===== src/rtl/sliding_frame_synchronizer_macros.svh =====
// Assertion helpers shared by the frame synchronizer modules.
// Each macro expects signals named clock and reset in the module that uses it.
`ifndef SLIDING_FRAME_SYNCHRONIZER_MACROS_SVH
`define SLIDING_FRAME_SYNCHRONIZER_MACROS_SVH

// Same-cycle implication.
`define SFS_ASSERT_IMPLY(label, ante, cons, msg) \
   label: assert property (@(posedge clock) disable iff (reset) (ante) |-> (cons)) \
      else $error(msg);

// Next-cycle implication.
`define SFS_ASSERT_NEXT(label, ante, cons, msg) \
   label: assert property (@(posedge clock) disable iff (reset) (ante) |=> (cons)) \
      else $error(msg);

`endif


===== src/rtl/sfs_pkg.sv =====
package sfs_pkg;

   localparam int BYTE_W = 8;
   localparam int ADDR_W = 24;
   localparam int IDX_W  = 6;
   localparam int WORD_W = 32;

   // Frame layout: sync, three address bytes, one ignored byte, payload, checksum.
   localparam int ADDR_OFF    = 1;
   localparam int PAYLOAD_OFF = 5;

   localparam logic [BYTE_W-1:0] SYNC_RESET = 8'd55;

   typedef struct packed {
      logic [ADDR_W-1:0] target_address;
      logic [IDX_W-1:0]  word_index;
      logic [WORD_W-1:0] payload_word;
      logic              last_word;
   } word_entry_type;

endpackage


===== src/rtl/sfs_front.sv =====
`include "sliding_frame_synchronizer_macros.svh"

module sfs_front #(
   parameter int PAYLOAD_WORDS = 32
) (
   input  logic                         clock,
   input  logic                         reset,
   input  logic                         req_valid,
   output logic                         req_ready,
   input  logic [sfs_pkg::BYTE_W-1:0]   req_rx_byte,
   input  logic                         csr_we,
   input  logic [sfs_pkg::BYTE_W-1:0]   csr_wdata,
   output logic                         q_push,
   output sfs_pkg::word_entry_type      q_entry,
   input  logic                         q_full
);
   import sfs_pkg::*;

   localparam int FRAME_LEN = 4 * PAYLOAD_WORDS + 6;
   localparam int PTR_W     = $clog2(FRAME_LEN);
   localparam logic [PTR_W-1:0] LAST_POS   = PTR_W'(FRAME_LEN - 1);
   localparam logic [PTR_W-1:0] LAST_OFF   = PTR_W'(FRAME_LEN - 2);
   localparam logic [PTR_W-1:0] ONE        = PTR_W'(1);
   localparam logic [PTR_W-1:0] ADDR_B0    = PTR_W'(ADDR_OFF);
   localparam logic [PTR_W-1:0] ADDR_B1    = PTR_W'(ADDR_OFF + 1);
   localparam logic [PTR_W-1:0] ADDR_B2    = PTR_W'(ADDR_OFF + 2);
   localparam logic [PTR_W-1:0] PAY_START  = PTR_W'(PAYLOAD_OFF);

   typedef enum logic [1:0] {
      ST_IDLE,
      ST_CHECK,
      ST_EMIT
   } state_type;

   function automatic logic [PTR_W-1:0] wrap_add(input logic [PTR_W-1:0] a,
                                                 input logic [PTR_W-1:0] b);
      logic [PTR_W:0] s;
      s = {1'b0, a} + {1'b0, b};
      if (s >= (PTR_W+1)'(FRAME_LEN)) begin
         s = s - (PTR_W+1)'(FRAME_LEN);
      end
      return s[PTR_W-1:0];
   endfunction

   state_type           state_ff, state_in;
   logic [PTR_W-1:0]    head_ff, head_in;
   logic [PTR_W-1:0]    fill_ff, fill_in;
   logic [BYTE_W-1:0]   sum_ff, sum_in;
   logic [BYTE_W-1:0]   sync_ff, sync_in;
   logic                pend_ff, pend_in;
   logic [PTR_W-1:0]    iss_ff, iss_in;
   logic [PTR_W-1:0]    cur_ff, cur_in;
   logic [BYTE_W-1:0]   byte_ff, byte_in;
   logic [ADDR_W-1:0]   addr_ff, addr_in;
   logic [23:0]         lanes_ff, lanes_in;

   logic [BYTE_W-1:0]   window_mem [FRAME_LEN];
   logic [BYTE_W-1:0]   rd_data_ff;
   logic                rd_en, wr_en;
   logic [PTR_W-1:0]    rd_addr, wr_addr;

   logic                accept, full_now, pass;
   logic [PTR_W-1:0]    cur_pay;
   logic [1:0]          lane;
   logic                word_done, stall;

   assign req_ready = (state_ff == ST_IDLE);
   assign accept    = req_valid && req_ready;
   assign full_now  = (fill_ff == LAST_POS);
   assign pass      = (rd_data_ff == sync_ff) && (sum_ff == byte_ff);

   assign cur_pay   = cur_ff - PAY_START;
   assign lane      = cur_pay[1:0];
   assign word_done = pend_ff && (cur_ff >= PAY_START) && (lane == 2'd3);
   assign stall     = word_done && q_full;
   assign q_push    = (state_ff == ST_EMIT) && word_done && !q_full;

   always_comb begin
      q_entry.target_address = addr_ff;
      q_entry.word_index     = IDX_W'(cur_pay >> 2);
      q_entry.payload_word   = {rd_data_ff, lanes_ff};
      q_entry.last_word      = (cur_ff == LAST_OFF);
   end

   always_comb begin
      state_in = state_ff;
      head_in  = head_ff;
      fill_in  = fill_ff;
      sum_in   = sum_ff;
      pend_in  = pend_ff;
      iss_in   = iss_ff;
      cur_in   = cur_ff;
      byte_in  = byte_ff;
      addr_in  = addr_ff;
      lanes_in = lanes_ff;
      sync_in  = csr_we ? csr_wdata : sync_ff;
      rd_en    = 1'b0;
      rd_addr  = head_ff;
      wr_en    = 1'b0;
      wr_addr  = wrap_add(head_ff, fill_ff);

      unique case (state_ff)
         ST_IDLE: begin
            if (accept) begin
               // store the byte, fetch the oldest one for the check
               wr_en   = 1'b1;
               rd_en   = 1'b1;
               byte_in = req_rx_byte;
               if (full_now) begin
                  state_in = ST_CHECK;
               end else begin
                  fill_in = fill_ff + ONE;
                  sum_in  = sum_ff + req_rx_byte;
               end
            end
         end
         ST_CHECK: begin
            if (pass) begin
               state_in = ST_EMIT;
               fill_in  = '0;
               sum_in   = '0;
               iss_in   = ADDR_B0;
               pend_in  = 1'b0;
            end else begin
               // drop the oldest byte, keep the new one in the running sum
               head_in  = wrap_add(head_ff, ONE);
               sum_in   = sum_ff + byte_ff - rd_data_ff;
               state_in = ST_IDLE;
            end
         end
         ST_EMIT: begin
            if (!stall) begin
               if (pend_ff) begin
                  if (cur_ff == ADDR_B0) begin
                     addr_in[7:0] = rd_data_ff;
                  end else if (cur_ff == ADDR_B1) begin
                     addr_in[15:8] = rd_data_ff;
                  end else if (cur_ff == ADDR_B2) begin
                     addr_in[23:16] = rd_data_ff;
                  end else if (cur_ff >= PAY_START) begin
                     unique case (lane)
                        2'd0: lanes_in[7:0]   = rd_data_ff;
                        2'd1: lanes_in[15:8]  = rd_data_ff;
                        2'd2: lanes_in[23:16] = rd_data_ff;
                        2'd3: lanes_in        = lanes_ff;
                     endcase
                     if (cur_ff == LAST_OFF) begin
                        state_in = ST_IDLE;
                     end
                  end
               end
               if (iss_ff <= LAST_OFF) begin
                  rd_en   = 1'b1;
                  rd_addr = wrap_add(head_ff, iss_ff);
                  cur_in  = iss_ff;
                  iss_in  = iss_ff + ONE;
                  pend_in = 1'b1;
               end else begin
                  pend_in = 1'b0;
               end
            end
         end
         default: begin
            state_in = ST_IDLE;
         end
      endcase
   end

   always_ff @(posedge clock) begin
      if (reset) begin
         state_ff <= ST_IDLE;
         head_ff  <= '0;
         fill_ff  <= '0;
         sum_ff   <= '0;
         sync_ff  <= SYNC_RESET;
         pend_ff  <= 1'b0;
      end else begin
         state_ff <= state_in;
         head_ff  <= head_in;
         fill_ff  <= fill_in;
         sum_ff   <= sum_in;
         sync_ff  <= sync_in;
         pend_ff  <= pend_in;
      end
   end

   always_ff @(posedge clock) begin
      iss_ff   <= iss_in;
      cur_ff   <= cur_in;
      byte_ff  <= byte_in;
      addr_ff  <= addr_in;
      lanes_ff <= lanes_in;
   end

   always_ff @(posedge clock) begin
      if (wr_en) begin
         window_mem[wr_addr] <= req_rx_byte;
      end
      if (rd_en) begin
         rd_data_ff <= window_mem[rd_addr];
      end
   end

   `SFS_ASSERT_IMPLY(a_no_overflow, q_push, !q_full, "word pushed into a full queue")
   `SFS_ASSERT_IMPLY(a_fill_range, 1'b1, fill_ff <= LAST_POS, "fill count past window length")
   `SFS_ASSERT_NEXT(a_last_ends, q_push && q_entry.last_word, state_ff == ST_IDLE,
                    "emission did not end after last word")

endmodule


===== src/rtl/sfs_back.sv =====
`include "sliding_frame_synchronizer_macros.svh"

module sfs_back #(
   parameter int DEPTH = 4
) (
   input  logic                         clock,
   input  logic                         reset,
   input  logic                         push_valid,
   input  sfs_pkg::word_entry_type      push_entry,
   output logic                         full,
   output logic                         rsp_valid,
   input  logic                         rsp_ready,
   output sfs_pkg::word_entry_type      rsp_entry
);
   import sfs_pkg::*;

   localparam int PTR_W = (DEPTH > 1) ? $clog2(DEPTH) : 1;
   localparam int CNT_W = $clog2(DEPTH + 1);
   localparam logic [PTR_W-1:0] PTR_LAST = PTR_W'(DEPTH - 1);
   localparam logic [CNT_W-1:0] CNT_FULL = CNT_W'(DEPTH);

   word_entry_type    q_mem [DEPTH];
   logic [PTR_W-1:0]  wr_ptr_ff, wr_ptr_in;
   logic [PTR_W-1:0]  rd_ptr_ff, rd_ptr_in;
   logic [CNT_W-1:0]  count_ff, count_in;
   logic              pop;

   assign full      = (count_ff == CNT_FULL);
   assign rsp_valid = (count_ff != '0);
   assign pop       = rsp_valid && rsp_ready;
   assign rsp_entry = q_mem[rd_ptr_ff];

   always_comb begin
      wr_ptr_in = wr_ptr_ff;
      rd_ptr_in = rd_ptr_ff;
      count_in  = count_ff;
      if (push_valid) begin
         wr_ptr_in = (wr_ptr_ff == PTR_LAST) ? '0 : wr_ptr_ff + PTR_W'(1);
      end
      if (pop) begin
         rd_ptr_in = (rd_ptr_ff == PTR_LAST) ? '0 : rd_ptr_ff + PTR_W'(1);
      end
      priority if (push_valid && !pop) begin
         count_in = count_ff + CNT_W'(1);
      end else if (pop && !push_valid) begin
         count_in = count_ff - CNT_W'(1);
      end else begin
         count_in = count_ff;
      end
   end

   always_ff @(posedge clock) begin
      if (reset) begin
         wr_ptr_ff <= '0;
         rd_ptr_ff <= '0;
         count_ff  <= '0;
      end else begin
         wr_ptr_ff <= wr_ptr_in;
         rd_ptr_ff <= rd_ptr_in;
         count_ff  <= count_in;
      end
   end

   always_ff @(posedge clock) begin
      if (push_valid) begin
         q_mem[wr_ptr_ff] <= push_entry;
      end
   end

   `SFS_ASSERT_IMPLY(a_count_range, 1'b1, count_ff <= CNT_FULL, "queue count past depth")
   `SFS_ASSERT_NEXT(a_pop_drains, pop && !push_valid, count_ff == $past(count_ff) - CNT_W'(1),
                    "pop without push did not drain one entry")
   `SFS_ASSERT_NEXT(a_rsp_hold, rsp_valid && !rsp_ready, rsp_valid && $stable(rsp_entry),
                    "waiting word changed or dropped before its transfer")

endmodule


===== src/rtl/sliding_frame_synchronizer.sv =====
// A passing frame's first word is queued after the check state and the reads of its address,
//   ignored and first four payload bytes. Throughput: 1 byte/cycle while the window fills; once
//   full, each byte is followed by a check state (one window read) before the next is taken.
// Emission: single read port, four bytes per payload word, stalls on a full queue, takes no byte.
// Reset: synchronous, active high; empties the window and queue, sync byte returns to 55.
module sliding_frame_synchronizer #(
   parameter int PAYLOAD_WORDS = 32,
   parameter int QUEUE_DEPTH   = 4
) (
   input  logic                         clock,
   input  logic                         reset,
   // byte input channel
   input  logic                         req_valid,
   output logic                         req_ready,
   input  logic [sfs_pkg::BYTE_W-1:0]   req_rx_byte,
   // payload word output channel
   output logic                         rsp_valid,
   input  logic                         rsp_ready,
   output logic [sfs_pkg::ADDR_W-1:0]   rsp_target_address,
   output logic [sfs_pkg::IDX_W-1:0]    rsp_word_index,
   output logic [sfs_pkg::WORD_W-1:0]   rsp_payload_word,
   output logic                         rsp_last_word,
   // sync byte register
   input  logic                         csr_we,
   input  logic [sfs_pkg::BYTE_W-1:0]   csr_wdata
);
   import sfs_pkg::*;

   // Front/back hand-off: one word per transfer into the queue.
   logic           q_push;
   logic           q_full;
   word_entry_type q_entry;
   word_entry_type rsp_entry;

   // Front: holds the sliding window in a circular buffer with a running byte sum.
   // Each byte is written at head+fill; once the window is full, the oldest byte is
   // read back and compared with the sync byte while the running sum is compared
   // with the newest byte. On a miss, advance head, drop the oldest byte from
   // the sum and add the newest. On a hit, empty the window and walk its address
   // and payload bytes, packing four at a time into words.
   sfs_front #(
      .PAYLOAD_WORDS (PAYLOAD_WORDS)
   ) u_front (
      .clock       (clock),
      .reset       (reset),
      .req_valid   (req_valid),
      .req_ready   (req_ready),
      .req_rx_byte (req_rx_byte),
      .csr_we      (csr_we),
      .csr_wdata   (csr_wdata),
      .q_push      (q_push),
      .q_entry     (q_entry),
      .q_full      (q_full)
   );

   // Back: short word queue whose head drives the result ports from registers,
   // so a stalled consumer only holds the front once the queue fills.
   sfs_back #(
      .DEPTH (QUEUE_DEPTH)
   ) u_back (
      .clock      (clock),
      .reset      (reset),
      .push_valid (q_push),
      .push_entry (q_entry),
      .full       (q_full),
      .rsp_valid  (rsp_valid),
      .rsp_ready  (rsp_ready),
      .rsp_entry  (rsp_entry)
   );

   assign rsp_target_address = rsp_entry.target_address;
   assign rsp_word_index     = rsp_entry.word_index;
   assign rsp_payload_word   = rsp_entry.payload_word;
   assign rsp_last_word      = rsp_entry.last_word;

endmodule

===== config.mk =====
export PLATFORM = sky130hd
export DESIGN_NAME = sliding_frame_synchronizer
export DESIGN_NICKNAME = d
export VERILOG_FILES = /design/src/rtl/sfs_pkg.sv /design/src/rtl/sfs_front.sv /design/src/rtl/sfs_back.sv /design/src/rtl/sliding_frame_synchronizer.sv
export VERILOG_INCLUDE_DIRS = /design/src /design/src/rtl
export SDC_FILE = /design/constraint.sdc
export NUM_CORES = 2
export LEC_CHECK = 0
export BUFFER_PORTS_ARGS = -buffer_cell sky130_fd_sc_hd__clkbuf_2
export CAP_MARGIN = 20
export CORE_MARGIN = 4
export CORE_UTILIZATION = 60
export DETAILED_ROUTE_END_ITERATION = 10
export PLACE_DENSITY = 0.76
export SLEW_MARGIN = 10
export SYNTH_ARGS = -nofsm -noshare
export SYNTH_HDL_FRONTEND = slang
export SYNTH_SLANG_ARGS = --single-unit

===== constraint.sdc =====
create_clock -name clock -period 12.8 [get_ports clock]
set_input_delay 1.28 -clock clock [delete_from_list [all_inputs] [get_ports clock]]
set_output_delay 1.28 -clock clock [all_outputs]
set_load 0.005 [all_outputs]

Word-level counts from Yosys, hierarchy flattened
Memory sizes are Yosys's and may differ from the RTL's. A register that Yosys moved wholly into a read port is not among the register bits.
Index checks and enable logic that the tools add are counted.
{ "op_classes": {"n_eq_ne": 27, "muxes": 47, "reduce_logical": 33, "order_cmp": 5, "n_addsub": 16, "bitwise": 5} }
{ "op_table": {"columns": ["op", "n"], "rows": [
  ["$mux W8", 15],
  ["$pmux W8 S2", 3],
  ["$mux W2", 14],
  ["$ge A9 B8 Y1 const B", 3],
  ["$reduce_and A8 Y1", 3],
  ["$sub A8 B8 Y8 const B", 3],
  ["$add A8 B8 Y9", 2],
  ["$ne A2 B2 Y1 const B", 9],
  ["$add A8 B1 Y8 const B", 2],
  ["$add A8 B8 Y8", 2],
  ["$eq A8 B2 Y1 const B", 2],
  ["$eq A8 B8 Y1", 2],
  ["$eq A8 B8 Y1 const B", 2],
  ["$reduce_and A4 Y1", 3],
  ["$eq A2 B2 Y1 const B", 5],
  ["$logic_and A1 B1 Y1", 10],
  ["$mux W1", 10],
  ["$add A8 B1 Y9 const B", 1],
  ["$reduce_and A3 Y1", 3],
  ["$reduce_and A9 Y1", 1],
  ["$eq A8 B1 Y1 const B", 1],
  ["$ge A8 B3 Y1 const B", 1],
  ["$le A8 B8 Y1 const B", 1],
  ["$sub A8 B3 Y8 const B", 1],
  ["other kinds (18)", 34]
]} }
{ "totals": {"out_inout_bits": 65, "wordCells": 153, "mem_bits_rw": 1324, "in_bits": 21, "n_memories": 2, "ff_bits": 114} }
{ "memory_table": {"columns": ["name", "words", "width", "read_ports", "rd_clocked_by_memory_dff", "wr", "line_no", "text"], "rows": [
  ["u_front.window_mem", 134, 8, 1, 1, 1, "sfs_front.sv:57", "logic [BYTE_W-1:0] window_mem [FRAME_LEN];"],
  ["u_back.q_mem", 4, 63, 1, 1, 1, "sfs_back.sv:22", "word_entry_type q_mem [DEPTH];"]
]} }

Logic depth before layout (Yosys ltp)
{ "logic_depth": {"ltp_word": 9, "mapped_depth": 20, "ltp_nobuf": 16} }

Hierarchy
From an unflattened synthesis, not the netlist that was laid out.
{ "unflattened": {"cells_unflattened": 3992, "area_unflattened_um2": 58589.9} }
{ "by_module_without_submodules": {"columns": ["mod", "area_per_inst_um2", "cells_each", "n_inst", "seq_area_each_um2"], "rows": [
  ["sfs_front", 48969.5, 3619, 1, 35293.8],
  ["sfs_back", 9620.5, 373, 1, 7747.4]
]} }

Worst setup path after synthesis
No wires, ideal clock.
{ "synth_timing": {"path_kind": "reg2reg", "start": "register u_front.head_ff[0]", "end": "register u_front.rd_data_ff[0] (read register of u_front.window_mem) (data pin)", "path_stages_with_launch": 19, "arrival_time_ns": 3.975, "required_ns": 12.518, "setup_time_ns": 0.282, "synth_period_minus_slack_ns": 4.256, "slack_ns": 8.544, "n_path_buf": 3, "cell_sequence": "dfxtp_1 ha_1 inv_1 fa_1 xnor2_1 ha_1 nor2_1 mux2i_1 a2111oi_4 a21o_4 o41a_1 nand2_1 buf_2 buf_2 clkbuf_1 nand3_1 o31a_1 o32ai_1 a22oi_1"} }
{ "synth_between": {"elab_chain_len": 6, "word_cells_on_any_way": 7, "classes_between": "2 x add/sub; 1 x order compare; 4 x mux"} }
{ "synth_rtl": {"columns": ["element", "line_no", "text"], "rows": [
  ["start: declaration", "sfs_front.sv:46", "logic [PTR_W-1:0] head_ff, head_in;"],
  ["start signal: assignment", "sfs_front.sv:179", "head_ff <= head_in;"],
  ["$add A8 B8 Y9", "sfs_front.sv:38", "s = {1'b0, a} + {1'b0, b};"],
  ["$sub A8 B8 Y8 / $ge A9 B8 Y1 (equally long branches)", "sfs_front.sv:40, sfs_front.sv:39", null],
  ["$mux W8", "sfs_front.sv:39", "if (s >= (PTR_W+1)'(FRAME_LEN)) begin"],
  ["$mux W8", "sfs_front.sv:152", "if (iss_ff <= LAST_OFF) begin"],
  ["$mux W8", "sfs_front.sv:132", "if (!stall) begin"],
  ["$mux W8 *", "sfs_front.sv:102", "unique case (state_ff)"],
  ["end: declaration", "sfs_front.sv:58", "logic [BYTE_W-1:0] rd_data_ff;"]
]} }
Mark *: on every way between the ends. The rest lies on a longest branch, timed or not.
A chain may end at the register's enable or synchronous reset.

Worst setup path in the final report
{ "layout_timing": {"start": "register u_front.head_ff[0]", "end": "register u_front.rd_data_ff[2] (read register of u_front.window_mem) (data pin)"} }
Same word-level chain as after synthesis.

==> summary.md <==
| Metric | Value |
|---|---|
| Worst path arrival time | 7.37 ns |
| Yosys warns | 0 |
| F_max | 145 MHz |
| Most frequent cells in the layout | edfxtp_1 (1404), nand2_1 (817), nand3_1 (361) |
| Clk pin slew, worst setup/hold paths | 0.07 ns |
| Fin Setup TNS | 0 ns |
| FF+latch count, synth | 1448 |
| Row count | 115 |
| Internal Pwr Total | 7.89 mW |
| Fin Clk Skew | 0.0303 ns |
| Unique masters post-synth | 91 |
| Max Cap Violations | 0 |
| Critical path, cell by cell | ha_1 -> inv_1 -> fa_1 -> inv_1 -> ha_1 -> nor2_1 -> mux2i_1 -> a2111oi_4 -> or4_1 -> and3_4 -> buf_4 -> buf_12 -> nand3_1 -> and3_1 -> a311oi_1 -> nor4_1 -> a211oi_1 -> o311ai_1 |
| Count of pins over their slew limit | 0 |
| Top_reg_cell synth | edfxtp_1 |
| Rel. slew slack | 15.7% |
| Data required, critical path | 13.27 ns |
| CTS Sinks | 1448 |
| Largest net degree at the start of global routing | 151 |
| Longest Clk Path Bufs | 3 |
| Met2 wire length | 72.0 mm |
| Unrepaired setup endpoints after global routing | false |
| VDD IR max | 166 uV |
| Number of synthesized flops with an enable pin | 1404 |
| Total global routing track utilization | 29.8% |
| Hold Crit Class | flip-flop to flip-flop |
| Critical path class | flip-flop to flip-flop |
| Most common cell after layout, fill and taps aside | edfxtp_1 |
| Vias in the first global route | 35400 |
| Post-Synthesis Cells | 4124 |
| # resized after CTS | 0 |
| Initial antenna violation count | 5 |
| Nets@finish | 4265 |
| # setup viols final | 0 |
| Post-CTS setup buffer count | 0 |
| Fin crit share | 53.9% |
| Worst hold margin | 0.492 ns |
| I/O pins | 86 |
| Initial DRC Count | 5809 |
| Clk pwr share | 42.6% |
| TritonCTS clock tree | yes |
| Share of cells above drive strength 1 | 11.3% |
| CTS root buf | clkbuf_16 |
| LEAKAGE | 22.0 nW |
| Antenna-violating nets left | 0 |
| Sw frac | 21.0% |
| GPL Wtd Cong | 0.902 |
| CP Launch Type | flip-flop |
| Synth Cell Area | 59500 um2 |
| First-pass GRT wire length | 229 mm |
| CP peak stage delay | 0.69 ns |
| Status | finished clean |
| PwrDens | 152 nW/um2 |
| Area Growth Syn to Fin | 10.4% |
| Post-route minimum period | 6.90 ns |
| Avg Inst Size Synth | 14.4 um2 |
| R2R cell count | 18 |
| Top-area cell type share of the netlist area | 70.9% |
| Total gr overflow | 0 |
| Area of the die | 104000 um2 |
| Synth area leader | edfxtp_1 |
| Initial DRT Pass Iterations | 6 |
| CTS Buf Count | 144 |
| M1 WL | 56.4 mm |
| Vias/cell | 6.55 |
| Chip width | 323 um |
| Clk_lat worst skew | 0.77 ns |
| Avg WL per Cell | 27.8 um |
| CP Depth | 18 |
| Critical path buffers and inverters | 4 |
| Overall Power | 9.99 mW |
| Antenna cells | 0 |
| Die span in y | 323 um |
| Hold Vio Cnt, Final | 0 |
| Hold Path Depth | 0 |
| Residual DRC | 0 |
| Detailed-route via count | 36600 |
| Sequential power share | 52.6% |
| H-tree levels | 4 |
| Syn_nets | 4202 |
| Met3 WL | 18.8 mm |
| Sequential area share after synthesis | 72.4% |
| CP max FO | 138 |
| Post-synth ARST share | 0% |
| Gate power share | 4.8% |
| Highest Signal Layer | met5 |
| Filler cells | 6578 |
| Worst slew pin tran | 1.26 ns |
| Initial Utilization | 60.4% |
| Final wirelength | 156 mm |
| Hold buffers post-CTS | 0 |
| Hpwl dp | 89.1 mm |
| Port bufs | 85 |
| Crit path max-delay cell type | and3_4 |
| Worst Setup End Kind | flip-flop |
| Core ar. | 98400 um2 |
| CP delay by family, top | compound AO/OA/AOI/OAI gates |
| Net Sw Power | 2.10 mW |
| Top area cells in the synthesized netlist | edfxtp_1 (71%), nand2_1 (5.2%), mux4_2 (3.8%) |
-- sequential cells by signal (all words and copies together) (netlist names), 24 cells and up, named ones only --
name,flops
u_front.window_mem,1072
u_back.q_mem,252
u_front.addr_ff,24
u_front.lanes_ff,24
-- power groups by stage --
stage / Clock, mW / Sequential (mW) / Combinational [mW]
floorplan: 0 / 5.32 / 0.297
global placement: 0 / 5.36 / 0.464
detailed placement: 0 / 5.36 / 0.474
CTS: 4.28 / 5.26 / 0.479
global route: 4.49 / 5.26 / 0.518
finish: 4.26 / 5.26 / 0.478
-- cell type report --
type                            instances  area [um2]  area share, %
Sequential cell                      1448       43000           65.6
Multi-Input combinational cell       2391       15100           22.9
Clock buffer                          186        3940           6.00
Tap cell                             1287        1610           2.45
Timing Repair Buffer                  143         928           1.41
Clock inverter                         74         822           1.25
Inverter                               59         221          0.337
-- synthesized netlist by cell type, drive strengths merged (48+ instances only) --
cell       n
buf      159
a21oi    108
a311oi    48
mux2i    119
nor2     241
edfxtp  1404
mux4     101
nand2    820
clkbuf    67
inv       59
nand3    362
and3      54
-- per-stage QoR --
step | cell area (um2) | util (%) | std cells | worst slack (ns)
floorplan | 59500 | - | 4124 | 8.54
global placement | 60900 | 61.8 | 5327 | 6.24
finish | 65600 | 66.7 | 5588 | 5.90
CTS | 65600 | 66.7 | 5588 | 6.05
detailed placement | 60900 | 61.8 | 5328 | 6.13
global route | 65600 | 66.7 | 5588 | 5.58
-- logic make-up (layout without fill, tap and decap cells) --
family	after synthesis	in the layout	share of synthesized area, %
XOR/XNOR	80	80	1.18
flip-flops	1448	1448	72.4
buffers and inverters	285	462	2.38
AND/OR/NAND/NOR	1623	1623	11.9
AO/OA/AOI/OAI	404	404	4.86
adder cells (fa/ha/maj)	57	57	1.34
multiplexers	227	227	5.97
-- path summary, 6_finish.rpt --
| kind | start | end | slack (ns) |
|---|---|---|---|
| setup / recovery | u_front.head_ff[0] | u_front.rd_data_ff[2] | 5.90 |
| hold / removal | u_front.lanes_ff[20] | u_back.q_mem[0][21] | 0.49 |
| setup reg to reg | u_front.head_ff[0] | u_front.rd_data_ff[2] | 5.90 |
| hold reg to reg | u_front.lanes_ff[20] | u_back.q_mem[0][21] | 0.49 |
-- layer usage --
metal / global-route usage (%) / vias up
met5: 0 / -
met4: 14.7 / 6
met3: 7.45 / 485
met2: 46.0 / 2513
met1: 40.1 / 17900
li1: - / 15600
Power figures use the tool's default switching activity.
